[src/tps_pkg.sv]
package tps_pkg;

    // Register indexes (byte address = 4 * index)
    localparam logic [1:0] REG_TOUCH_LEVEL        = 2'd0;
    localparam logic [1:0] REG_LONG_HOLD_MS       = 2'd1;
    localparam logic [1:0] REG_TOGGLE_DEBOUNCE_MS = 2'd2;

    localparam logic [15:0] TOUCH_LEVEL_RST        = 16'd50;
    localparam logic [15:0] LONG_HOLD_MS_RST       = 16'd800;
    localparam logic [15:0] TOGGLE_DEBOUNCE_MS_RST = 16'd400;

    localparam int NUM_PADS = 5;

    // Mode codes
    localparam logic [1:0] MODE_SINGLE = 2'd0;
    localparam logic [1:0] MODE_LOOP   = 2'd1;
    localparam logic [1:0] MODE_RECORD = 2'd2;

    // Event kinds
    localparam logic EVT_MODE = 1'b0;
    localparam logic EVT_HIT  = 1'b1;

    typedef struct packed {
        logic [15:0] touch_level;
        logic [15:0] long_hold_ms;
        logic [15:0] toggle_debounce_ms;
    } cfg_t;

    // One classified scan: optional mode event, then one hit per set mask bit
    typedef struct packed {
        logic                mode_evt;
        logic [1:0]          mode;
        logic [NUM_PADS-1:0] hits;
    } job_t;

endpackage

[src/tps_regs.sv]
module tps_regs
(
    input  logic                clk,
    input  logic                rst_n,
    input  logic                psel,
    input  logic                penable,
    input  logic                pwrite,
    input  logic [3:0]          paddr,
    input  logic [31:0]         pwdata,
    output logic [31:0]         prdata,
    output logic                pready,
    output tps_pkg::cfg_t       cfg
);

    logic [15:0] thr_reg;
    logic [15:0] thr_next;
    logic [15:0] lp_reg;
    logic [15:0] lp_next;
    logic [15:0] deb_reg;
    logic [15:0] deb_next;
    logic        wr_en;

    assign pready = 1'b1;
    assign wr_en  = psel && penable && pwrite;

    always_comb
    begin
        thr_next = thr_reg;
        lp_next  = lp_reg;
        deb_next = deb_reg;
        if (wr_en)
        begin
            case (paddr[3:2])
                tps_pkg::REG_TOUCH_LEVEL:        thr_next = pwdata[15:0];
                tps_pkg::REG_LONG_HOLD_MS:       lp_next  = pwdata[15:0];
                tps_pkg::REG_TOGGLE_DEBOUNCE_MS: deb_next = pwdata[15:0];
                default:                         ;
            endcase
        end
    end

    always_ff @(posedge clk or negedge rst_n)
    begin
        if (!rst_n)
        begin
            thr_reg <= tps_pkg::TOUCH_LEVEL_RST;
            lp_reg  <= tps_pkg::LONG_HOLD_MS_RST;
            deb_reg <= tps_pkg::TOGGLE_DEBOUNCE_MS_RST;
        end
        else
        begin
            thr_reg <= thr_next;
            lp_reg  <= lp_next;
            deb_reg <= deb_next;
        end
    end

    always_comb
    begin
        case (paddr[3:2])
            tps_pkg::REG_TOUCH_LEVEL:        prdata = {16'd0, thr_reg};
            tps_pkg::REG_LONG_HOLD_MS:       prdata = {16'd0, lp_reg};
            tps_pkg::REG_TOGGLE_DEBOUNCE_MS: prdata = {16'd0, deb_reg};
            default:                         prdata = 32'd0;
        endcase
    end

    assign cfg.touch_level        = thr_reg;
    assign cfg.long_hold_ms       = lp_reg;
    assign cfg.toggle_debounce_ms = deb_reg;

endmodule

[src/tps_front.sv]
module tps_front
(
    input  logic                clk,
    input  logic                rst_n,
    input  tps_pkg::cfg_t       cfg,
    input  logic                scan_valid,
    output logic                scan_ready,
    input  logic [127:0]        scan_data,
    input  logic                q_full,
    output logic                q_push,
    output tps_pkg::job_t       q_job
);

    logic [1:0]                   mode_reg;
    logic [1:0]                   mode_next;
    logic [tps_pkg::NUM_PADS-1:0] pad_was_reg;
    logic [tps_pkg::NUM_PADS-1:0] pad_was_next;
    logic                         mode_was_reg;
    logic                         mode_was_next;
    logic [31:0]                  press_start_reg;
    logic [31:0]                  press_start_next;
    logic                         long_seen_reg;
    logic                         long_seen_next;
    logic [31:0]                  last_toggle_reg;
    logic [31:0]                  last_toggle_next;

    logic [31:0]                  now;
    logic                         touched;
    logic [31:0]                  held_ms;
    logic [31:0]                  since_toggle;
    logic                         long_ok;
    logic                         long_evt;
    logic                         toggle_evt;
    logic [tps_pkg::NUM_PADS-1:0] pad_touched;
    logic [tps_pkg::NUM_PADS-1:0] hits;
    logic                         accept;

    assign now          = scan_data[31:0];
    assign touched      = scan_data[47:32] < cfg.touch_level;
    assign held_ms      = now - press_start_reg;
    assign since_toggle = now - last_toggle_reg;
    assign long_ok      = held_ms >= {16'd0, cfg.long_hold_ms};

    assign long_evt   = touched && mode_was_reg && !long_seen_reg && long_ok;
    assign toggle_evt = !touched && mode_was_reg && !long_seen_reg && !long_ok
                        && (since_toggle > {16'd0, cfg.toggle_debounce_ms});

    always_comb
    begin
        for (int i = 0; i < tps_pkg::NUM_PADS; i++)
        begin
            pad_touched[i] = scan_data[48 + 16*i +: 16] < cfg.touch_level;
        end
    end

    assign hits = pad_touched & ~pad_was_reg;

    assign scan_ready = !q_full;
    assign accept     = scan_valid && scan_ready;

    // Classify and advance the pad state on every accepted scan
    always_comb
    begin
        mode_next        = mode_reg;
        pad_was_next     = pad_was_reg;
        mode_was_next    = mode_was_reg;
        press_start_next = press_start_reg;
        long_seen_next   = long_seen_reg;
        last_toggle_next = last_toggle_reg;
        if (accept)
        begin
            if (touched && !mode_was_reg)
            begin
                press_start_next = now;
                long_seen_next   = 1'b0;
            end
            if (long_evt)
            begin
                long_seen_next = 1'b1;
                mode_next      = tps_pkg::MODE_RECORD;
            end
            if (toggle_evt)
            begin
                mode_next        = (mode_reg == tps_pkg::MODE_SINGLE) ? tps_pkg::MODE_LOOP
                                                                      : tps_pkg::MODE_SINGLE;
                last_toggle_next = now;
            end
            mode_was_next = touched;
            pad_was_next  = pad_touched;
        end
    end

    always_ff @(posedge clk or negedge rst_n)
    begin
        if (!rst_n)
        begin
            mode_reg        <= tps_pkg::MODE_SINGLE;
            pad_was_reg     <= '0;
            mode_was_reg    <= 1'b0;
            press_start_reg <= 32'd0;
            long_seen_reg   <= 1'b0;
            last_toggle_reg <= 32'd0;
        end
        else
        begin
            mode_reg        <= mode_next;
            pad_was_reg     <= pad_was_next;
            mode_was_reg    <= mode_was_next;
            press_start_reg <= press_start_next;
            long_seen_reg   <= long_seen_next;
            last_toggle_reg <= last_toggle_next;
        end
    end

    // Drop scans that produce no event; the rest go to the queue
    assign q_job.mode_evt = long_evt || toggle_evt;
    assign q_job.mode     = mode_next;
    assign q_job.hits     = hits;
    assign q_push         = accept && (q_job.mode_evt || (hits != '0));

endmodule

[src/tps_queue.sv]
module tps_queue
#(
    parameter int DEPTH = 4
)
(
    input  logic                clk,
    input  logic                rst_n,
    input  logic                push,
    input  tps_pkg::job_t       push_job,
    output logic                full,
    input  logic                pop,
    output logic                head_valid,
    output tps_pkg::job_t       head_job
);

    localparam int PTR_W = (DEPTH > 1) ? $clog2(DEPTH) : 1;
    localparam int CNT_W = $clog2(DEPTH + 1);
    localparam logic [PTR_W-1:0] LAST_PTR = PTR_W'(DEPTH - 1);
    localparam logic [CNT_W-1:0] FULL_CNT = CNT_W'(DEPTH);

    tps_pkg::job_t    mem [DEPTH];
    logic [PTR_W-1:0] wr_ptr_reg;
    logic [PTR_W-1:0] wr_ptr_next;
    logic [PTR_W-1:0] rd_ptr_reg;
    logic [PTR_W-1:0] rd_ptr_next;
    logic [CNT_W-1:0] count_reg;
    logic [CNT_W-1:0] count_next;

    assign full       = count_reg == FULL_CNT;
    assign head_valid = count_reg != '0;
    assign head_job   = mem[rd_ptr_reg];

    always_comb
    begin
        wr_ptr_next = wr_ptr_reg;
        rd_ptr_next = rd_ptr_reg;
        count_next  = count_reg;
        if (push)
        begin
            wr_ptr_next = (wr_ptr_reg == LAST_PTR) ? '0 : wr_ptr_reg + 1'b1;
        end
        if (pop)
        begin
            rd_ptr_next = (rd_ptr_reg == LAST_PTR) ? '0 : rd_ptr_reg + 1'b1;
        end
        if (push && !pop)
        begin
            count_next = count_reg + 1'b1;
        end
        else if (pop && !push)
        begin
            count_next = count_reg - 1'b1;
        end
    end

    always_ff @(posedge clk)
    begin
        if (push)
        begin
            mem[wr_ptr_reg] <= push_job;
        end
    end

    always_ff @(posedge clk or negedge rst_n)
    begin
        if (!rst_n)
        begin
            wr_ptr_reg <= '0;
            rd_ptr_reg <= '0;
            count_reg  <= '0;
        end
        else
        begin
            wr_ptr_reg <= wr_ptr_next;
            rd_ptr_reg <= rd_ptr_next;
            count_reg  <= count_next;
        end
    end

endmodule

[src/tps_back.sv]
module tps_back
(
    input  logic                clk,
    input  logic                rst_n,
    input  logic                q_valid,
    input  tps_pkg::job_t       q_job,
    output logic                q_pop,
    output logic                ev_valid,
    input  logic                ev_ready,
    output logic                ev_kind,
    output logic [1:0]          ev_mode,
    output logic [2:0]          ev_pad,
    output logic                ev_last
);

    logic                         pend_valid_reg;
    logic                         pend_valid_next;
    tps_pkg::job_t                pend_reg;
    tps_pkg::job_t                pend_next;

    logic                         out_valid_reg;
    logic                         out_valid_next;
    logic                         out_kind_reg;
    logic                         out_kind_next;
    logic [1:0]                   out_mode_reg;
    logic [1:0]                   out_mode_next;
    logic [2:0]                   out_pad_reg;
    logic [2:0]                   out_pad_next;
    logic                         out_last_reg;
    logic                         out_last_next;

    logic                         slot_free;
    logic                         emit;
    logic [2:0]                   low_idx;
    logic [tps_pkg::NUM_PADS-1:0] mask_after;
    logic                         cur_kind;
    logic [2:0]                   cur_pad;
    logic                         cur_last;
    logic                         finish;

    // Lowest pending pad
    always_comb
    begin
        low_idx = 3'd0;
        for (int i = tps_pkg::NUM_PADS - 1; i >= 0; i--)
        begin
            if (pend_reg.hits[i])
            begin
                low_idx = 3'(i);
            end
        end
    end

    always_comb
    begin
        if (pend_reg.mode_evt)
        begin
            cur_kind   = tps_pkg::EVT_MODE;
            cur_pad    = 3'd0;
            mask_after = pend_reg.hits;
        end
        else
        begin
            cur_kind   = tps_pkg::EVT_HIT;
            cur_pad    = low_idx;
            mask_after = pend_reg.hits & ~(tps_pkg::NUM_PADS'(1) << low_idx);
        end
        cur_last = mask_after == '0;
    end

    assign slot_free = !out_valid_reg || ev_ready;
    assign emit      = pend_valid_reg && slot_free;
    assign finish    = emit && cur_last;
    assign q_pop     = q_valid && (!pend_valid_reg || finish);

    always_comb
    begin
        pend_valid_next = pend_valid_reg;
        pend_next       = pend_reg;
        if (q_pop)
        begin
            pend_valid_next = 1'b1;
            pend_next       = q_job;
        end
        else if (finish)
        begin
            pend_valid_next = 1'b0;
        end
        else if (emit)
        begin
            pend_next.mode_evt = 1'b0;
            pend_next.hits     = mask_after;
        end
    end

    always_comb
    begin
        out_valid_next = out_valid_reg;
        out_kind_next  = out_kind_reg;
        out_mode_next  = out_mode_reg;
        out_pad_next   = out_pad_reg;
        out_last_next  = out_last_reg;
        if (slot_free)
        begin
            out_valid_next = emit;
            out_kind_next  = cur_kind;
            out_mode_next  = pend_reg.mode;
            out_pad_next   = cur_pad;
            out_last_next  = cur_last;
        end
    end

    always_ff @(posedge clk or negedge rst_n)
    begin
        if (!rst_n)
        begin
            pend_valid_reg <= 1'b0;
            out_valid_reg  <= 1'b0;
        end
        else
        begin
            pend_valid_reg <= pend_valid_next;
            out_valid_reg  <= out_valid_next;
        end
    end

    always_ff @(posedge clk)
    begin
        pend_reg     <= pend_next;
        out_kind_reg <= out_kind_next;
        out_mode_reg <= out_mode_next;
        out_pad_reg  <= out_pad_next;
        out_last_reg <= out_last_next;
    end

    assign ev_valid = out_valid_reg;
    assign ev_kind  = out_kind_reg;
    assign ev_mode  = out_mode_reg;
    assign ev_pad   = out_pad_reg;
    assign ev_last  = out_last_reg;

endmodule

[src/touch_pad_event_scanner.sv]
// Touch pad event scanner: turns periodic pad scans into mode and hit events.
// Input stream (s_axis): one transfer per scan carrying the millisecond
// timestamp, the mode pad reading and five instrument pad readings.
// Output stream (m_axis): one transfer per event. tuser gives the kind
// (mode change or pad hit), tdata the mode and pad index, tlast marks the
// final event of a scan. Scans that cause no event produce no transfer.
// Configuration (APB): threshold, long-press time and toggle debounce time at
// byte addresses 0, 4 and 8; writes complete in the access cycle, pready is
// tied high. Write them only while the block is idle.
// Throughput: the front end takes one scan per cycle as long as the job
// queue has room; the back end sends one event per cycle while the
// receiver accepts, set by the single output register; a scan yields one
// to six events. The first event of a scan passes the job queue, the
// pending-job register and the output register before it appears.
// Reset returns registers to 50 / 800 / 400 and clears mode and pad history.
// When the receiver stalls, the output register holds its event, the back
// end waits, the queue fills and s_axis_tready drops.
module touch_pad_event_scanner
#(
    parameter int QUEUE_DEPTH = 4
)
(
    input  logic         clk,
    input  logic         rst_n,

    input  logic         s_axis_tvalid,
    output logic         s_axis_tready,
    // [31:0] time_ms, [47:32] mode_reading, [63:48] pad0_reading,
    // [79:64] pad1_reading, [95:80] pad2_reading, [111:96] pad3_reading,
    // [127:112] pad4_reading
    input  logic [127:0] s_axis_tdata,

    output logic         m_axis_tvalid,
    input  logic         m_axis_tready,
    // [1:0] mode_value, [4:2] pad_index, [7:5] zero
    output logic [7:0]   m_axis_tdata,
    // [0] event_kind
    output logic         m_axis_tuser,
    output logic         m_axis_tlast,

    input  logic         psel,
    input  logic         penable,
    input  logic         pwrite,
    input  logic [3:0]   paddr,
    input  logic [31:0]  pwdata,
    output logic [31:0]  prdata,
    output logic         pready
);

    tps_pkg::cfg_t cfg;
    tps_pkg::job_t push_job;
    tps_pkg::job_t head_job;
    logic          q_push;
    logic          q_full;
    logic          q_pop;
    logic          q_valid;
    logic [1:0]    ev_mode;
    logic [2:0]    ev_pad;

    // Configuration registers
    tps_regs u_regs
    (
        .clk     (clk),
        .rst_n   (rst_n),
        .psel    (psel),
        .penable (penable),
        .pwrite  (pwrite),
        .paddr   (paddr),
        .pwdata  (pwdata),
        .prdata  (prdata),
        .pready  (pready),
        .cfg     (cfg)
    );

    // Front end: threshold the readings, track press timing, build one job per scan that causes an event
    tps_front u_front
    (
        .clk        (clk),
        .rst_n      (rst_n),
        .cfg        (cfg),
        .scan_valid (s_axis_tvalid),
        .scan_ready (s_axis_tready),
        .scan_data  (s_axis_tdata),
        .q_full     (q_full),
        .q_push     (q_push),
        .q_job      (push_job)
    );

    // Decouple scan intake from event output
    tps_queue #(.DEPTH(QUEUE_DEPTH)) u_queue
    (
        .clk        (clk),
        .rst_n      (rst_n),
        .push       (q_push),
        .push_job   (push_job),
        .full       (q_full),
        .pop        (q_pop),
        .head_valid (q_valid),
        .head_job   (head_job)
    );

    // Back end: expand each job into events, mode event first, then hits in pad order
    tps_back u_back
    (
        .clk      (clk),
        .rst_n    (rst_n),
        .q_valid  (q_valid),
        .q_job    (head_job),
        .q_pop    (q_pop),
        .ev_valid (m_axis_tvalid),
        .ev_ready (m_axis_tready),
        .ev_kind  (m_axis_tuser),
        .ev_mode  (ev_mode),
        .ev_pad   (ev_pad),
        .ev_last  (m_axis_tlast)
    );

    assign m_axis_tdata = {3'b000, ev_pad, ev_mode};

endmodule
[config.mk]
export PLATFORM = sky130hd
export DESIGN_NAME = touch_pad_event_scanner
export DESIGN_NICKNAME = d
export VERILOG_FILES = /design/src/tps_pkg.sv /design/src/tps_regs.sv /design/src/tps_front.sv /design/src/tps_queue.sv /design/src/tps_back.sv /design/src/touch_pad_event_scanner.sv
export SDC_FILE = /design/constraint.sdc
export NUM_CORES = 1
export LEC_CHECK = 0
export BUFFER_PORTS_ARGS = -buffer_cell sky130_fd_sc_hd__buf_4
export CAP_MARGIN = 15
export CORE_MARGIN = 3
export CORE_UTILIZATION = 45
export DETAILED_ROUTE_END_ITERATION = 10
export HOLD_SLACK_MARGIN = 0.03
export PLACE_DENSITY = 0.74
export SYNTH_ARGS = -nofsm -noshare
export SYNTH_HDL_FRONTEND = slang
export SYNTH_SLANG_ARGS = --single-unit
export TNS_END_PERCENT = 30
[constraint.sdc]
create_clock -name clk -period 9.4 [get_ports clk]
set_input_delay 0.94 -clock clk [delete_from_list [all_inputs] [get_ports clk]]
set_output_delay 0.94 -clock clk [all_outputs]
set_load 0.01 [all_outputs]
# Word level (Yosys, flattened, before mapping)
# Memory sizes are Yosys's and may differ from the RTL's.
# Index checks and enable logic that the tools add are counted.
# totals
n_memories	1
in_bits	171
ram_bits	32
reg_bits	145
# mem_list
name	depth	word_bits	rd	rd_clocked_by_memory_dff	wr	line	text
u_queue.mem	4	8	1	0	1	tps_queue.sv:21	tps_pkg::job_t mem [DEPTH];
# op_classes
muxes	28
n_reduce_logical	46
shifts	1
addsub	6
magnitude_cmp	8
n_eq_ne	6
bitwise_logic	4
# ops
cell	count
$lt A16 B16 Y1	6
$sub A32 B32 Y32	2
$pmux W16 S3	1
$ge A32 B16 Y1	1
$gt A32 B16 Y1	1
$mux W3	7
$mux W5	4
$logic_and A1 B1 Y1	17
$reduce_and A2 Y1	7
$mux W1	11
$and A5 B5 Y5	2
$mux W2	5
$not A5 Y5	2
$logic_not A1 Y1	9
$reduce_bool A2 Y1	4
$eq A2 B2 Y1 const B	3
$logic_not A5 Y1	1
$reduce_bool A5 Y1	1
$shl A1 B3 Y5 const A	1
$add A2 B1 Y2 const B	2
$logic_not A2 Y1	2
$logic_or A1 B1 Y1	4
$add A3 B1 Y3 const B	1
$eq A3 B3 Y1 const B	1
other kinds (4)	4

# Longest topological paths before layout
# Gate-level depths: netlist of the first run.
# logic_depth
word_depth	16
ltp_mapped	28
depth_no_buf	27

# Hierarchy
# A second synthesis of the first run with hierarchy kept.
# hier_totals
hier_cells	1511
area_unflattened_um2	14694.1
# by_module_without_submodules
mod	cells_per_inst	area_per_inst_um2	seq_area_each_um2	instances
tps_front	1190	9953.3	1826.8	1
tps_regs	178	2343.5	1212.4	1
tps_queue	79	1571.5	1136.1	1
tps_back	60	799.5	500.5	1
touch_pad_event_scanner	4	26.3	0.0	1

# Worst setup path after synthesis of the first run
# Ideal clock, no wire load.
# synth_timing
path_type	input to register
from	input port s_axis_tdata[0]
to	register u_queue.count_reg[1]
stages	25
path_slack_ns	3.303
arrival_time_ns	5.972
n_path_buf	1
setup_time_ns	0.125
required_ns	9.275
path_cell_list	inv_1 > ha_1 > inv_1 > fa_1 > a211o_1 > a211oi_2 > nor3_1 > or3_1 > xor2_1 > ha_1 > a21oi_1 > nand2_1 > a221o_1 > o31ai_1 > nand4_1 > nor4b_1 > nand4_1 > nor4_1 > or4b_1 > buf_6 > o311ai_4 > ha_1 > inv_1 > fa_1 > mux2_2
# synth_via
word_cells_on_any_way	16
classes_between	2 x add/sub; 2 x order compare; 1 x mux; 11 x reduce/logical
# synth_rtl
item	line	text
from (decl)	touch_pad_event_scanner.sv:31	input logic [127:0] s_axis_tdata,
$sub A32 B32 Y32	tps_front.sv:40	assign held_ms = now - press_start_reg;
$ge A32 B16 Y1	tps_front.sv:42	assign long_ok = held_ms >= {16'd0, cfg.long_hold_ms};
$logic_not A1 Y1	tps_front.sv:45	assign toggle_evt = !touched && mode_was_reg && !long_seen_reg && !long_ok
$logic_and A1 B1 Y1	tps_front.sv:45	
$logic_and A1 B1 Y1	tps_front.sv:46	&& (since_toggle > {16'd0, cfg.toggle_debounce_ms});
$logic_or A1 B1 Y1 (*)	tps_front.sv:116	assign q_job.mode_evt = long_evt || toggle_evt;
$logic_or A1 B1 Y1 (*)	tps_front.sv:119	assign q_push = accept && (q_job.mode_evt || (hits != '0));
$logic_and A1 B1 Y1 (*)	tps_front.sv:119	
net q_push	touch_pad_event_scanner.sv:53	logic q_push;
$logic_and A1 B1 Y1 (*)	tps_queue.sv:46	if (push && !pop)
$mux W3 (*)	tps_queue.sv:46	
net u_queue.count_next[1]	tps_queue.sv:27	logic [CNT_W-1:0] count_next;
to (signal assigned)	tps_queue.sv:76	count_reg <= count_next;
to (decl)	tps_queue.sv:26	logic [CNT_W-1:0] count_reg;
# Mark *: on every way through the listed nets, which the timed path passes. The rest lies on a longest branch.
# A chain may end at the register's enable or synchronous reset.

# Worst setup path in the final report of the first run
# Same ends and word-level chain as after synthesis.

==> run_summary.xml, run 1 <==
<?xml version="1.0" encoding="UTF-8"?>
<metrics>
  <group name="run">
    <metric name="maxcap_viol_count" unit="">0</metric>
  </group>
  <group name="power">
    <metric name="share_of_power_burned_in_combinational_logic" unit="">0.516</metric>
    <metric name="net_sw_power" unit="mW">1.66</metric>
    <metric name="vdd.ir_drop.worst" unit="V">0.000139</metric>
    <metric name="clock_network_power_share" unit="">0.187</metric>
    <metric name="power.total" unit="mW">3.88</metric>
    <metric name="power_per_cell_area" unit="mW/mm^2">231</metric>
    <metric name="power.switching_fraction" unit="">0.427</metric>
    <metric name="internal_power" unit="mW">2.22</metric>
    <metric name="sequentialPowerShare" unit="">0.297</metric>
    <metric name="leakage_component_of_the_power" unit="nW">7.72</metric>
  </group>
  <group name="clock_network">
    <metric name="htreeDepth" unit="">4</metric>
    <metric name="post_cts_buffers" unit="">0</metric>
    <metric name="cts-buffers-inserted" unit="">17</metric>
    <metric name="ctsResizeCount" unit="">0</metric>
    <metric name="clock_path_buffers" unit="">2</metric>
    <metric name="clock_tree_from_tritoncts" unit="">yes</metric>
    <metric name="worst_skew_pair.late_latency" unit="ps">450</metric>
    <metric name="clock-sinks" unit="">177</metric>
    <metric name="cts-root-buf" unit="">sky130_fd_sc_hd__clkbuf_16</metric>
    <metric name="cts_hold_repair.buffers" unit="">0</metric>
    <metric name="clk_pin_slew_worst_paths" unit="ps">80</metric>
  </group>
  <group name="floorplanning">
    <metric name="dieArea" unit="sq mm">0.0347</metric>
    <metric name="floorplan.io_pins" unit="">216</metric>
    <metric name="die_y" unit="um">186</metric>
    <metric name="core_region_area" unit="sq mm">0.0318</metric>
    <metric name="core.rowCount" unit="">65</metric>
    <metric name="starting_density_of_the_core" unit="">0.459</metric>
    <metric name="die_width" unit="um">186</metric>
  </group>
  <group name="sta">
    <metric name="final-max-slew-violation-count" unit="">0</metric>
    <metric name="setup_repair_after_global_routing_missed_its_margin" unit="">false</metric>
    <metric name="max_freq" unit="GHz">0.150</metric>
    <metric name="slew-limit-headroom" unit="">0.384</metric>
    <metric name="final.setup_skew" unit="ps">16.2</metric>
    <metric name="min_period_over_period" unit="">0.710</metric>
    <metric name="fin_tns_setup" unit="ps">0</metric>
    <metric name="final_period_minus_worst_setup_slack" unit="ps">6680</metric>
    <metric name="hold_violations" unit="">0</metric>
    <metric name="report.final.setup_viol" unit="">0</metric>
    <metric name="worstMarginPinSlew" unit="ps">901</metric>
  </group>
  <group name="logic_synthesis">
    <metric name="synth_sequential_area_ratio" unit="">0.320</metric>
    <metric name="synth_seq_cells" unit="">177</metric>
    <metric name="netlist.top_cell.by_area" unit="">sky130_fd_sc_hd__dfrtp_1</metric>
    <metric name="number_of_synthesized_flops_with_an_enable_pin" unit="">47</metric>
    <metric name="synth.top_cells.by_area" unit="">sky130_fd_sc_hd__dfrtp_1 (21%), sky130_fd_sc_hd__ha_1 (16%), sky130_fd_sc_hd__edfxtp_1 (9.7%)</metric>
    <metric name="synth-warning-count" unit="">0</metric>
    <metric name="synthesis.area_per_instance" unit="sq um">9.14</metric>
    <metric name="top_cells_by_instance_count_after_synthesis" unit="">sky130_fd_sc_hd__ha_1 (190), sky130_fd_sc_hd__nand2_1 (169), sky130_fd_sc_hd__inv_1 (143), sky130_fd_sc_hd__o21ai_0 (136), sky130_fd_sc_hd__dfrtp_1 (121)</metric>
    <metric name="netlist-cell-type-count" unit="">90</metric>
    <metric name="async_reset_ff_frac" unit="">0.734</metric>
    <metric name="cell_with_the_most_instances_after_synthesis" unit="">sky130_fd_sc_hd__ha_1</metric>
    <metric name="postSynth.topFlopCell" unit="">sky130_fd_sc_hd__dfrtp_1</metric>
    <metric name="netlist.area_leader.share" unit="">0.207</metric>
    <metric name="syn-cell-area" unit="sq mm">0.0146</metric>
    <metric name="synthesis.instances" unit="">1597</metric>
  </group>
  <group name="grt">
    <metric name="grt_util_all_layers" unit="">0.230</metric>
    <metric name="grt_pass1_wl" unit="mm">63.5</metric>
    <metric name="grt_antenna_before_repair" unit="">0</metric>
    <metric name="grt_max_degree" unit="">70</metric>
    <metric name="grt.overflow.total" unit="">0</metric>
    <metric name="grt_pass1_vias" unit="">12000</metric>
  </group>
  <group name="final_layout">
    <metric name="antenna_cells" unit="">0</metric>
    <metric name="multi_input_area" unit="sq mm">0.00907</metric>
    <metric name="final_net_count" unit="">2111</metric>
    <metric name="area.sequential" unit="sq mm">0.00468</metric>
    <metric name="drive_above_1_share" unit="">0.177</metric>
    <metric name="fin_area" unit="sq mm">0.0168</metric>
    <metric name="filler_cells" unit="">2883</metric>
    <metric name="layout_overhead_on_the_synthesized_area" unit="%">15.1</metric>
  </group>
  <group name="drt">
    <metric name="detail-route-antenna-nets" unit="">0</metric>
    <metric name="post-route-drc-count" unit="">0</metric>
    <metric name="average_vias_per_placed_instance" unit="">5.74</metric>
    <metric name="finalWirelength" unit="mm">39.9</metric>
    <metric name="drt-pass1-iter-count" unit="">5</metric>
    <metric name="routedWlPerCell" unit="um">18.2</metric>
    <metric name="drtIter0Drc" unit="">875</metric>
    <metric name="dr_total_vias" unit="">12600</metric>
  </group>
  <group name="critical_path">
    <metric name="cpMaxStageDelayCell" unit="">sky130_fd_sc_hd__o31ai_1</metric>
    <metric name="required" unit="ps">9730</metric>
    <metric name="critical_path_peak_fanout" unit="">7</metric>
    <metric name="startpoint_type" unit="">input pin</metric>
    <metric name="worst_stage_delay_on_the_critical_path" unit="ps">560</metric>
    <metric name="timing_worst_setup_path_type" unit="">in2reg</metric>
    <metric name="setup.worst_path.end_class" unit="">register</metric>
    <metric name="critPathArrivalTime" unit="ps">7010</metric>
  </group>
  <group name="placement">
    <metric name="place.gp.congestion" unit="">0.949</metric>
    <metric name="place.port_buffers" unit="">177</metric>
    <metric name="dp_hpwl" unit="mm">31.6</metric>
    <metric name="detailed_place.area" unit="sq mm">0.0162</metric>
  </group>
  <group name="run_status">
    <metric name="run_status" unit="">finished clean</metric>
  </group>
  <group name="worst_hold_path">
    <metric name="min-delay-path-class" unit="">reg2reg</metric>
  </group>
</metrics>
final cells by class:
| type | instances | area share |
|---|---|---|
| Clock inverter | 15 | 0.0104 |
| Clock buffer | 17 | 0.0253 |
| Tap cell | 435 | 0.0324 |
| Inverter | 143 | 0.0319 |
| Sequential cell | 177 | 0.278 |
| Multi-Input combinational cell | 1225 | 0.540 |
| Timing Repair Buffer | 183 | 0.0820 |
power groups by stage:
stage | Sequential, mW | Clock [mW] | Combinational [mW]
2_1_floorplan | 1.12 | 0 | 1.46
3_3_place_gp | 1.16 | 0 | 1.91
3_5_place_dp | 1.17 | 0 | 1.97
4_1_cts | 1.16 | 0.738 | 1.99
5_1_grt | 1.18 | 0.771 | 2.25
6_report | 1.15 | 0.724 | 2.00
metrics by stage:
step	utilization	setup slack (ps)	cells	hold slack, ps
finish	0.528	2720	2195	426
global route	0.528	2560	2195	428
CTS	0.528	2900	2195	428
detailed placement	0.510	2470	2163	410
global placement	0.510	2530	2163	406
floorplan	-	3300	1615	400
worst paths after layout:
path	startpoint	end	slack, ps	cells after the start
worst max-delay path	s_axis_tdata[0]	u_queue.count_reg[1]$_DFFE_PN0P_	2720	25
worst min-delay path	u_back.pend_reg[5]$_DFFE_PP_	u_back.ev_mode[0]$_DFFE_PP_	430	0
worst max register to register	u_front.last_toggle_reg[0]$_DFFE_PN0P_	u_queue.count_reg[1]$_DFFE_PN0P_	3060	23
worst min register to register	u_back.pend_reg[5]$_DFFE_PP_	u_back.ev_mode[0]$_DFFE_PP_	430	0
max in group asynchronous	rst_n	u_front.mode_reg[0]$_DFF_PN0_	7600	2
min in group asynchronous	rst_n	u_front.press_start_reg[23]$_DFFE_PN0P_	460	1
per-layer routing:
layer | share of wire | vias to the layer above | global-route usage
met5 | 0 | - | 0
met4 | 0.030 | 0 | 0.0763
met3 | 0.046 | 67 | 0.0352
met2 | 0.48 | 377 | 0.382
met1 | 0.44 | 6067 | 0.310
li1 | - | 6080 | -
critical path, delay by kind of cell:
kind / cells / cell delay (ps)
adder cells (fa/ha/maj): 5 / 1580
AO/OA/AOI/OAI: 6 / 1950
buffers and inverters: 4 / 310
multiplexers: 1 / 270
XOR/XNOR: 1 / 230
AND/OR/NAND/NOR: 8 / 1710
cells by family after synthesis:
family / share of synthesized area
compound gates: 0.198
simple gates: 0.146
buf+inv: 0.0648
fa+ha+maj: 0.167
flops: 0.320
mux: 0.0778
xor+xnor: 0.0258
other cells: 0.000514
layout by cell type, fill, tap and decap left out, types with 28 or more instances in the layout:
cell type and instances:
sky130_fd_sc_hd__dfrtp_1 121, sky130_fd_sc_hd__nand4_1 37, sky130_fd_sc_hd__a21o_1 53, sky130_fd_sc_hd__inv_1 143, sky130_fd_sc_hd__nor2_1 68, sky130_fd_sc_hd__a21oi_1 99
sky130_fd_sc_hd__ha_1 190, sky130_fd_sc_hd__nand2_1 169, sky130_fd_sc_hd__o21ai_0 136, sky130_fd_sc_hd__mux2_2 28, sky130_fd_sc_hd__mux2_4 28, sky130_fd_sc_hd__buf_4 182
sky130_fd_sc_hd__edfxtp_1 47
Note: power is estimated with default switching activity, not from simulation.
==> run 2, diff against run 1 <==
ABC_AREA = 1   (was not set)
clock period = 6.2 ns   (was 9.4 ns; I/O delays follow)
==> run 2 against run 1 <==
Wire length is 7.7% higher. Clock power is 51% higher. Synthesized cell count is 41% higher. Count of clock-buffer cells in the layout is 4 higher. Flip-flop and latch count stayed put. Critical path depth is 5 higher. Largest power group unchanged.
==> run_summary.xml, run 2 <==
<?xml version="1.0" encoding="UTF-8"?>
<metrics>
  <group name="floorplanning">
    <metric name="dieArea" unit="sq mm">0.0364</metric>
    <metric name="die_y" unit="um">191</metric>
    <metric name="starting_density_of_the_core" unit="">0.457</metric>
    <metric name="core_region_area" unit="sq mm">0.0336</metric>
    <metric name="core.rowCount" unit="">67</metric>
    <metric name="die_width" unit="um">191</metric>
    <metric name="floorplan.io_pins" unit="">216</metric>
  </group>
  <group name="final_layout">
    <metric name="final_net_count" unit="">2778</metric>
    <metric name="layout_overhead_on_the_synthesized_area" unit="%">14.9</metric>
    <metric name="final_cell_mix" unit="">sky130_fd_sc_hd__nand2_1 (694), sky130_fd_sc_hd__inv_1 (443), sky130_fd_sc_hd__ha_1 (190)</metric>
    <metric name="layout.cells.most_common" unit="">sky130_fd_sc_hd__nand2_1</metric>
    <metric name="drive_above_1_share" unit="">0.111</metric>
    <metric name="post_layout_nonfiller_instances" unit="">2875</metric>
    <metric name="antenna_cells" unit="">0</metric>
    <metric name="finish.utilization" unit="">0.525</metric>
  </group>
  <group name="placement">
    <metric name="place_worst_setup_slack" unit="ps">786</metric>
    <metric name="place.port_buffers" unit="">177</metric>
    <metric name="place.gp.congestion" unit="">0.940</metric>
    <metric name="dp_hpwl" unit="mm">35.2</metric>
    <metric name="placed_cells" unit="">2843</metric>
  </group>
  <group name="clock_network">
    <metric name="post_cts_buffers" unit="">0</metric>
    <metric name="cts-buffers-inserted" unit="">17</metric>
    <metric name="ctsResizeCount" unit="">0</metric>
    <metric name="cts_hold_repair.buffers" unit="">0</metric>
    <metric name="cts-root-buf" unit="">sky130_fd_sc_hd__clkbuf_16</metric>
    <metric name="clock-sinks" unit="">177</metric>
    <metric name="htreeDepth" unit="">4</metric>
    <metric name="clock_tree_from_tritoncts" unit="">yes</metric>
    <metric name="clk_pin_slew_worst_paths" unit="ps">70</metric>
    <metric name="clock_path_buffers" unit="">2</metric>
    <metric name="worst_skew_pair.late_latency" unit="ps">450</metric>
  </group>
  <group name="critical_path">
    <metric name="worst_stage_delay_on_the_critical_path" unit="ps">420</metric>
    <metric name="required" unit="ps">6520</metric>
    <metric name="timing_worst_setup_path_type" unit="">reg2reg</metric>
    <metric name="startpoint_type" unit="">register</metric>
    <metric name="cpMaxStageDelayCell" unit="">sky130_fd_sc_hd__fa_1</metric>
    <metric name="critical_path_peak_fanout" unit="">7</metric>
    <metric name="crit_top_cell" unit="">sky130_fd_sc_hd__nand2_1</metric>
    <metric name="critPathArrivalTime" unit="ps">5360</metric>
    <metric name="worstPathBufferInverterCount" unit="">3</metric>
    <metric name="crit_family" unit="">simple AND/OR/NAND/NOR gates</metric>
    <metric name="setup.worst_path.end_class" unit="">register</metric>
  </group>
  <group name="drt">
    <metric name="drt-pass1-iter-count" unit="">5</metric>
    <metric name="routedWlPerCell" unit="um">15.0</metric>
    <metric name="post-route-drc-count" unit="">0</metric>
    <metric name="detail-route-antenna-nets" unit="">0</metric>
    <metric name="finalWirelength" unit="mm">43.0</metric>
    <metric name="drtIter0Drc" unit="">1023</metric>
    <metric name="dr_total_vias" unit="">14600</metric>
    <metric name="average_vias_per_placed_instance" unit="">5.07</metric>
  </group>
  <group name="logic_synthesis">
    <metric name="synthesis.instances" unit="">2246</metric>
    <metric name="synthesis.area_per_instance" unit="sq um">6.83</metric>
    <metric name="netlist-cell-type-count" unit="">50</metric>
    <metric name="netlist.top_cell.by_area" unit="">sky130_fd_sc_hd__dfrtp_1</metric>
    <metric name="syn-cell-area" unit="sq mm">0.0153</metric>
    <metric name="netlist.area_leader.share" unit="">0.197</metric>
    <metric name="top_cells_by_instance_count_after_synthesis" unit="">sky130_fd_sc_hd__nand2_1 (694), sky130_fd_sc_hd__inv_1 (443), sky130_fd_sc_hd__ha_1 (190), sky130_fd_sc_hd__nor2_1 (148), sky130_fd_sc_hd__o21ai_0 (137)</metric>
    <metric name="synth-warning-count" unit="">0</metric>
    <metric name="synth_seq_cells" unit="">177</metric>
    <metric name="postSynth.topFlopCell" unit="">sky130_fd_sc_hd__dfrtp_1</metric>
    <metric name="cell_with_the_most_instances_after_synthesis" unit="">sky130_fd_sc_hd__nand2_1</metric>
    <metric name="number_of_synthesized_flops_with_an_enable_pin" unit="">47</metric>
    <metric name="synth_sequential_area_ratio" unit="">0.305</metric>
    <metric name="async_reset_ff_frac" unit="">0.734</metric>
    <metric name="synth.top_cells.by_area" unit="">sky130_fd_sc_hd__dfrtp_1 (20%), sky130_fd_sc_hd__nand2_1 (17%), sky130_fd_sc_hd__ha_1 (15%)</metric>
  </group>
  <group name="sta">
    <metric name="worstMarginPinSlew" unit="ps">1010</metric>
    <metric name="finalHoldWorstSlack" unit="ps">155</metric>
    <metric name="fin_tns_setup" unit="ps">0</metric>
    <metric name="max_freq" unit="GHz">0.199</metric>
    <metric name="final.setup.worst_slack" unit="ps">1160</metric>
    <metric name="final_period_minus_worst_setup_slack" unit="ps">5040</metric>
    <metric name="min_period_over_period" unit="">0.812</metric>
    <metric name="report.final.setup_viol" unit="">0</metric>
    <metric name="final.setup_skew" unit="ps">18.3</metric>
    <metric name="setup_repair_after_global_routing_missed_its_margin" unit="">false</metric>
    <metric name="hold_violations" unit="">0</metric>
    <metric name="final-max-slew-violation-count" unit="">0</metric>
    <metric name="slew-limit-headroom" unit="">0.325</metric>
  </group>
  <group name="grt">
    <metric name="grt_util_all_layers" unit="">0.235</metric>
    <metric name="grt_antenna_before_repair" unit="">0</metric>
    <metric name="grt_pass1_vias" unit="">13800</metric>
    <metric name="grt.overflow.total" unit="">0</metric>
    <metric name="grt_pass1_wl" unit="mm">68.3</metric>
    <metric name="grt_max_degree" unit="">68</metric>
  </group>
  <group name="worst_hold_path">
    <metric name="min-delay-path-class" unit="">in2async</metric>
  </group>
  <group name="run_status">
    <metric name="run_status" unit="">finished clean</metric>
  </group>
  <group name="power">
    <metric name="leakage_component_of_the_power" unit="nW">9.59</metric>
    <metric name="power_per_cell_area" unit="mW/mm^2">341</metric>
    <metric name="vdd.ir_drop.worst" unit="V">0.000214</metric>
  </group>
  <group name="run">
    <metric name="maxcap_viol_count" unit="">0</metric>
  </group>
</metrics>
## run 2: logic make-up (layout without fill, tap and decap cells)
family	Yosys count	after routing	synth area share
compound gates	320	320	0.116
xor+xnor	33	33	0.0188
fa+ha+maj	193	193	0.159
buf+inv	499	662	0.130
flops	177	177	0.305
other cells	2	20	0.000489
simple gates	1022	1022	0.272
## run 2: layer usage
layer | up-vias | global-route usage | wire (um)
met5 | - | 0 | 0
met4 | 0 | 0.0787 | 1230
met3 | 83 | 0.0340 | 2080
met2 | 402 | 0.406 | 20800
met1 | 6695 | 0.302 | 18900
li1 | 7392 | - | -
## run 2: final timing paths
| path | start | endpoint | slack (ps) | cells past startpoint |
|---|---|---|---|---|
| max | u_front.press_start_reg[0]$_DFFE_PN0P_ | u_queue.count_reg[2]$_DFFE_PN0P_ | 1160 | 30 |
| min | rst_n | u_front.last_toggle_reg[27]$_DFFE_PN0P_ | 160 | 1 |
| max reg2reg | u_front.press_start_reg[0]$_DFFE_PN0P_ | u_queue.count_reg[2]$_DFFE_PN0P_ | 1160 | 30 |
| min reg2reg | u_back.pend_reg[5]$_DFFE_PP_ | u_back.ev_mode[0]$_DFFE_PP_ | 430 | 0 |
| max in group asynchronous | rst_n | u_front.press_start_reg[11]$_DFFE_PN0P_ | 4730 | 2 |
| min in group clk | s_axis_tdata[22] | u_front.press_start_reg[22]$_DFFE_PN0P_ | 430 | 3 |
## run 2: through the flow
stage          area [sq um]  power [mW]
2_1_floorplan         15400        4.01
3_3_place_gp          17100        4.80
3_5_place_dp          17100        4.91
4_1_cts               17600        6.02
5_1_grt               17600        6.58
6_report              17600        6.01
## run 2: final cells by class
cell class                      instances  area [sq um]
Inverter                              449          1690
Clock buffer                           21           483
Multi-Input combinational cell       1588          8760
Tap cell                              448           561
Fill cell                            3307         16000
Clock inverter                         11           103
Timing Repair Buffer                  181          1380
Sequential cell                       177          4680
## run 2: power breakdown
part	switching, mW	internal (mW)
clock	0.484	0.603
sequential	0.159	1.55
combinational	2.05	1.16
==> run 3, diff against run 2 <==
ABC_AREA = 0   (was 1)
clock period = 4.65 ns   (was 6.2 ns; I/O delays follow)
==> run 3 against run 2 <==
The flow now finishes with violations (setup timing). Hold slack got worse by 31 ps. Non-clock buffer count increased by 220. Largest power group unchanged. Largest cell class unchanged. Maximum frequency decreased by 7.2%. Wire length decreased by 1.3%. Die area decreased by 4.7%. Final area increased by 6.4%.
==> run_summary.xml, run 3 (synthesized netlist as in run 1, its figures left out) <==
<?xml version="1.0" encoding="UTF-8"?>
<metrics>
  <group name="power">
    <metric name="power_per_cell_area" unit="mW/mm^2">467</metric>
    <metric name="leakage_component_of_the_power" unit="nW">8.88</metric>
    <metric name="vdd.ir_drop.worst" unit="V">0.000334</metric>
  </group>
  <group name="clock_network">
    <metric name="clock-sinks" unit="">177</metric>
    <metric name="clock_path_buffers" unit="">2</metric>
    <metric name="cts-root-buf" unit="">sky130_fd_sc_hd__clkbuf_16</metric>
    <metric name="worst_skew_pair.late_latency" unit="ps">460</metric>
    <metric name="htreeDepth" unit="">4</metric>
    <metric name="clock_tree_from_tritoncts" unit="">yes</metric>
    <metric name="clk_pin_slew_worst_paths" unit="ps">80</metric>
    <metric name="cts-buffers-inserted" unit="">17</metric>
    <metric name="cts_hold_repair.buffers" unit="">0</metric>
  </group>
  <group name="critical_path">
    <metric name="worstPathBufferInverterCount" unit="">2</metric>
    <metric name="worst_stage_delay_on_the_critical_path" unit="ps">520</metric>
    <metric name="startpoint_type" unit="">register</metric>
    <metric name="crit_family" unit="">simple AND/OR/NAND/NOR gates</metric>
    <metric name="cpMaxStageDelayCell" unit="">sky130_fd_sc_hd__or4b_4</metric>
    <metric name="worstReg2RegStart" unit="">u_front.last_toggle_reg[0]$_DFFE_PN0P_</metric>
    <metric name="reg2regPathDepth" unit="">25</metric>
    <metric name="setup.worst_path.end_class" unit="">register</metric>
    <metric name="worst_r2r_endpoint" unit="">u_queue.count_reg[2]$_DFFE_PN0P_</metric>
    <metric name="critPathArrivalTime" unit="ps">5800</metric>
    <metric name="timing_worst_setup_path_type" unit="">reg2reg</metric>
    <metric name="required" unit="ps">5020</metric>
    <metric name="critical_path_peak_fanout" unit="">3</metric>
    <metric name="ff2ff_setup_slack" unit="ps">-770</metric>
  </group>
  <group name="grt">
    <metric name="grt_antenna_before_repair" unit="">0</metric>
    <metric name="grt_util_all_layers" unit="">0.245</metric>
    <metric name="grt_pass1_vias" unit="">13000</metric>
    <metric name="grt_max_degree" unit="">100</metric>
    <metric name="grt.overflow.total" unit="">0</metric>
    <metric name="grt_pass1_wl" unit="mm">67.5</metric>
  </group>
  <group name="sta">
    <metric name="final_period_minus_worst_setup_slack" unit="ps">5420</metric>
    <metric name="final.setup.worst_slack" unit="ps">-774</metric>
    <metric name="hold_violations" unit="">0</metric>
    <metric name="final.setup_skew" unit="ps">16.1</metric>
    <metric name="final-max-slew-violation-count" unit="">0</metric>
    <metric name="worstMarginPinSlew" unit="ps">922</metric>
    <metric name="max_freq" unit="GHz">0.184</metric>
    <metric name="slew-limit-headroom" unit="">0.386</metric>
    <metric name="fin_tns_setup" unit="ps">-30450</metric>
    <metric name="finalHoldWorstSlack" unit="ps">124</metric>
    <metric name="setup_repair_after_global_routing_missed_its_margin" unit="">true</metric>
    <metric name="report.final.setup_viol" unit="">83</metric>
    <metric name="min_period_over_period" unit="">1.17</metric>
  </group>
  <group name="floorplanning">
    <metric name="dieArea" unit="sq mm">0.0347</metric>
    <metric name="core.rowCount" unit="">65</metric>
    <metric name="starting_density_of_the_core" unit="">0.459</metric>
    <metric name="core_region_area" unit="sq mm">0.0318</metric>
    <metric name="floorplan.io_pins" unit="">216</metric>
    <metric name="die_width" unit="um">186</metric>
    <metric name="die_y" unit="um">186</metric>
  </group>
  <group name="drt">
    <metric name="post-route-drc-count" unit="">0</metric>
    <metric name="drt-pass1-iter-count" unit="">5</metric>
    <metric name="average_vias_per_placed_instance" unit="">5.47</metric>
    <metric name="finalWirelength" unit="mm">42.5</metric>
    <metric name="dr_total_vias" unit="">13200</metric>
    <metric name="drtIter0Drc" unit="">927</metric>
    <metric name="detail-route-antenna-nets" unit="">0</metric>
    <metric name="routedWlPerCell" unit="um">17.6</metric>
  </group>
  <group name="run_status">
    <metric name="violations_in_the_final_reports" unit="">setup timing</metric>
    <metric name="run_status" unit="">finished with violations</metric>
  </group>
  <group name="placement">
    <metric name="place.gp.congestion" unit="">0.945</metric>
    <metric name="place.port_buffers" unit="">177</metric>
    <metric name="placed_cells" unit="">2361</metric>
    <metric name="place_worst_setup_slack" unit="ps">-1270</metric>
    <metric name="dp_hpwl" unit="mm">33.6</metric>
  </group>
  <group name="final_layout">
    <metric name="layout.cells.most_common" unit="">sky130_fd_sc_hd__buf_4</metric>
    <metric name="layout_overhead_on_the_synthesized_area" unit="%">28.6</metric>
    <metric name="antenna_cells" unit="">0</metric>
    <metric name="drive_above_1_share" unit="">0.283</metric>
    <metric name="final_cell_mix" unit="">sky130_fd_sc_hd__buf_4 (390), sky130_fd_sc_hd__ha_1 (188), sky130_fd_sc_hd__nand2_1 (168)</metric>
    <metric name="final_net_count" unit="">2329</metric>
    <metric name="post_layout_nonfiller_instances" unit="">2413</metric>
  </group>
  <group name="run">
    <metric name="maxcap_viol_count" unit="">0</metric>
  </group>
  <group name="worst_hold_path">
    <metric name="min-delay-path-class" unit="">in2async</metric>
  </group>
</metrics>
run 3: repair_timing:
| item | in CTS | in global routing |
|---|---|---|
| setup buffers | 16 | 4 |
| gates resized for setup | 32 | 14 |
| cloned | 2 | 0 |
| setup endpoints to repair | 83 | 84 |
| pin swaps | 10 | 14 |
run 3: stage by stage:
stage	instance area, sq um	power, mW	utilization
floorplan	14700	5.25	-
global placement	17800	6.95	0.559
detailed placement	17800	7.09	0.559
CTS	18700	8.71	0.588
global route	18800	9.46	0.590
finish	18800	8.76	0.590
run 3: area by class of cell:
| type | instances | area (sq um) |
|---|---|---|
| clock buffer | 17 | 425 |
| clock inverter | 15 | 184 |
| fill | 2751 | 13000 |
| inverter | 143 | 549 |
| multi-input combinational | 1225 | 9270 |
| sequential | 177 | 4680 |
| tap | 435 | 544 |
| timing repair buffer | 401 | 3130 |
run 3: worst max path at each step:
stage | start | cells after the start | to
5_1_grt | u_front.last_toggle_reg[0]$_DFFE_PN0P_ | 27 | u_queue.count_reg[2]$_DFFE_PN0P_
2_1_floorplan | s_axis_tdata[0] | 25 | u_queue.count_reg[1]$_DFFE_PN0P_
4_1_cts | u_front.last_toggle_reg[0]$_DFFE_PN0P_ | 23 | u_queue.count_reg[1]$_DFFE_PN0P_
3_3_place_gp | s_axis_tdata[0] | 26 | u_queue.count_reg[2]$_DFFE_PN0P_
6_report | u_front.last_toggle_reg[0]$_DFFE_PN0P_ | 25 | u_queue.count_reg[2]$_DFFE_PN0P_
3_5_place_dp | s_axis_tdata[0] | 28 | u_queue.count_reg[2]$_DFFE_PN0P_
run 3: routing by layer:
layer | part of all wire | up-vias | global-route usage
met3 | 0.046 | 49 | 0.0360
met1 | 0.46 | 6284 | 0.340
met5 | 0 | - | 0
met4 | 0.021 | 0 | 0.0611
li1 | - | 6528 | -
met2 | 0.47 | 339 | 0.405
run 3: power breakdown:
group	switching, mW	leakage, nW	internal [mW]
Clock	0.774	0.299	0.740
Sequential	0.239	2.04	2.09
Combinational	2.59	6.54	2.33
Total	3.61	8.88	5.15
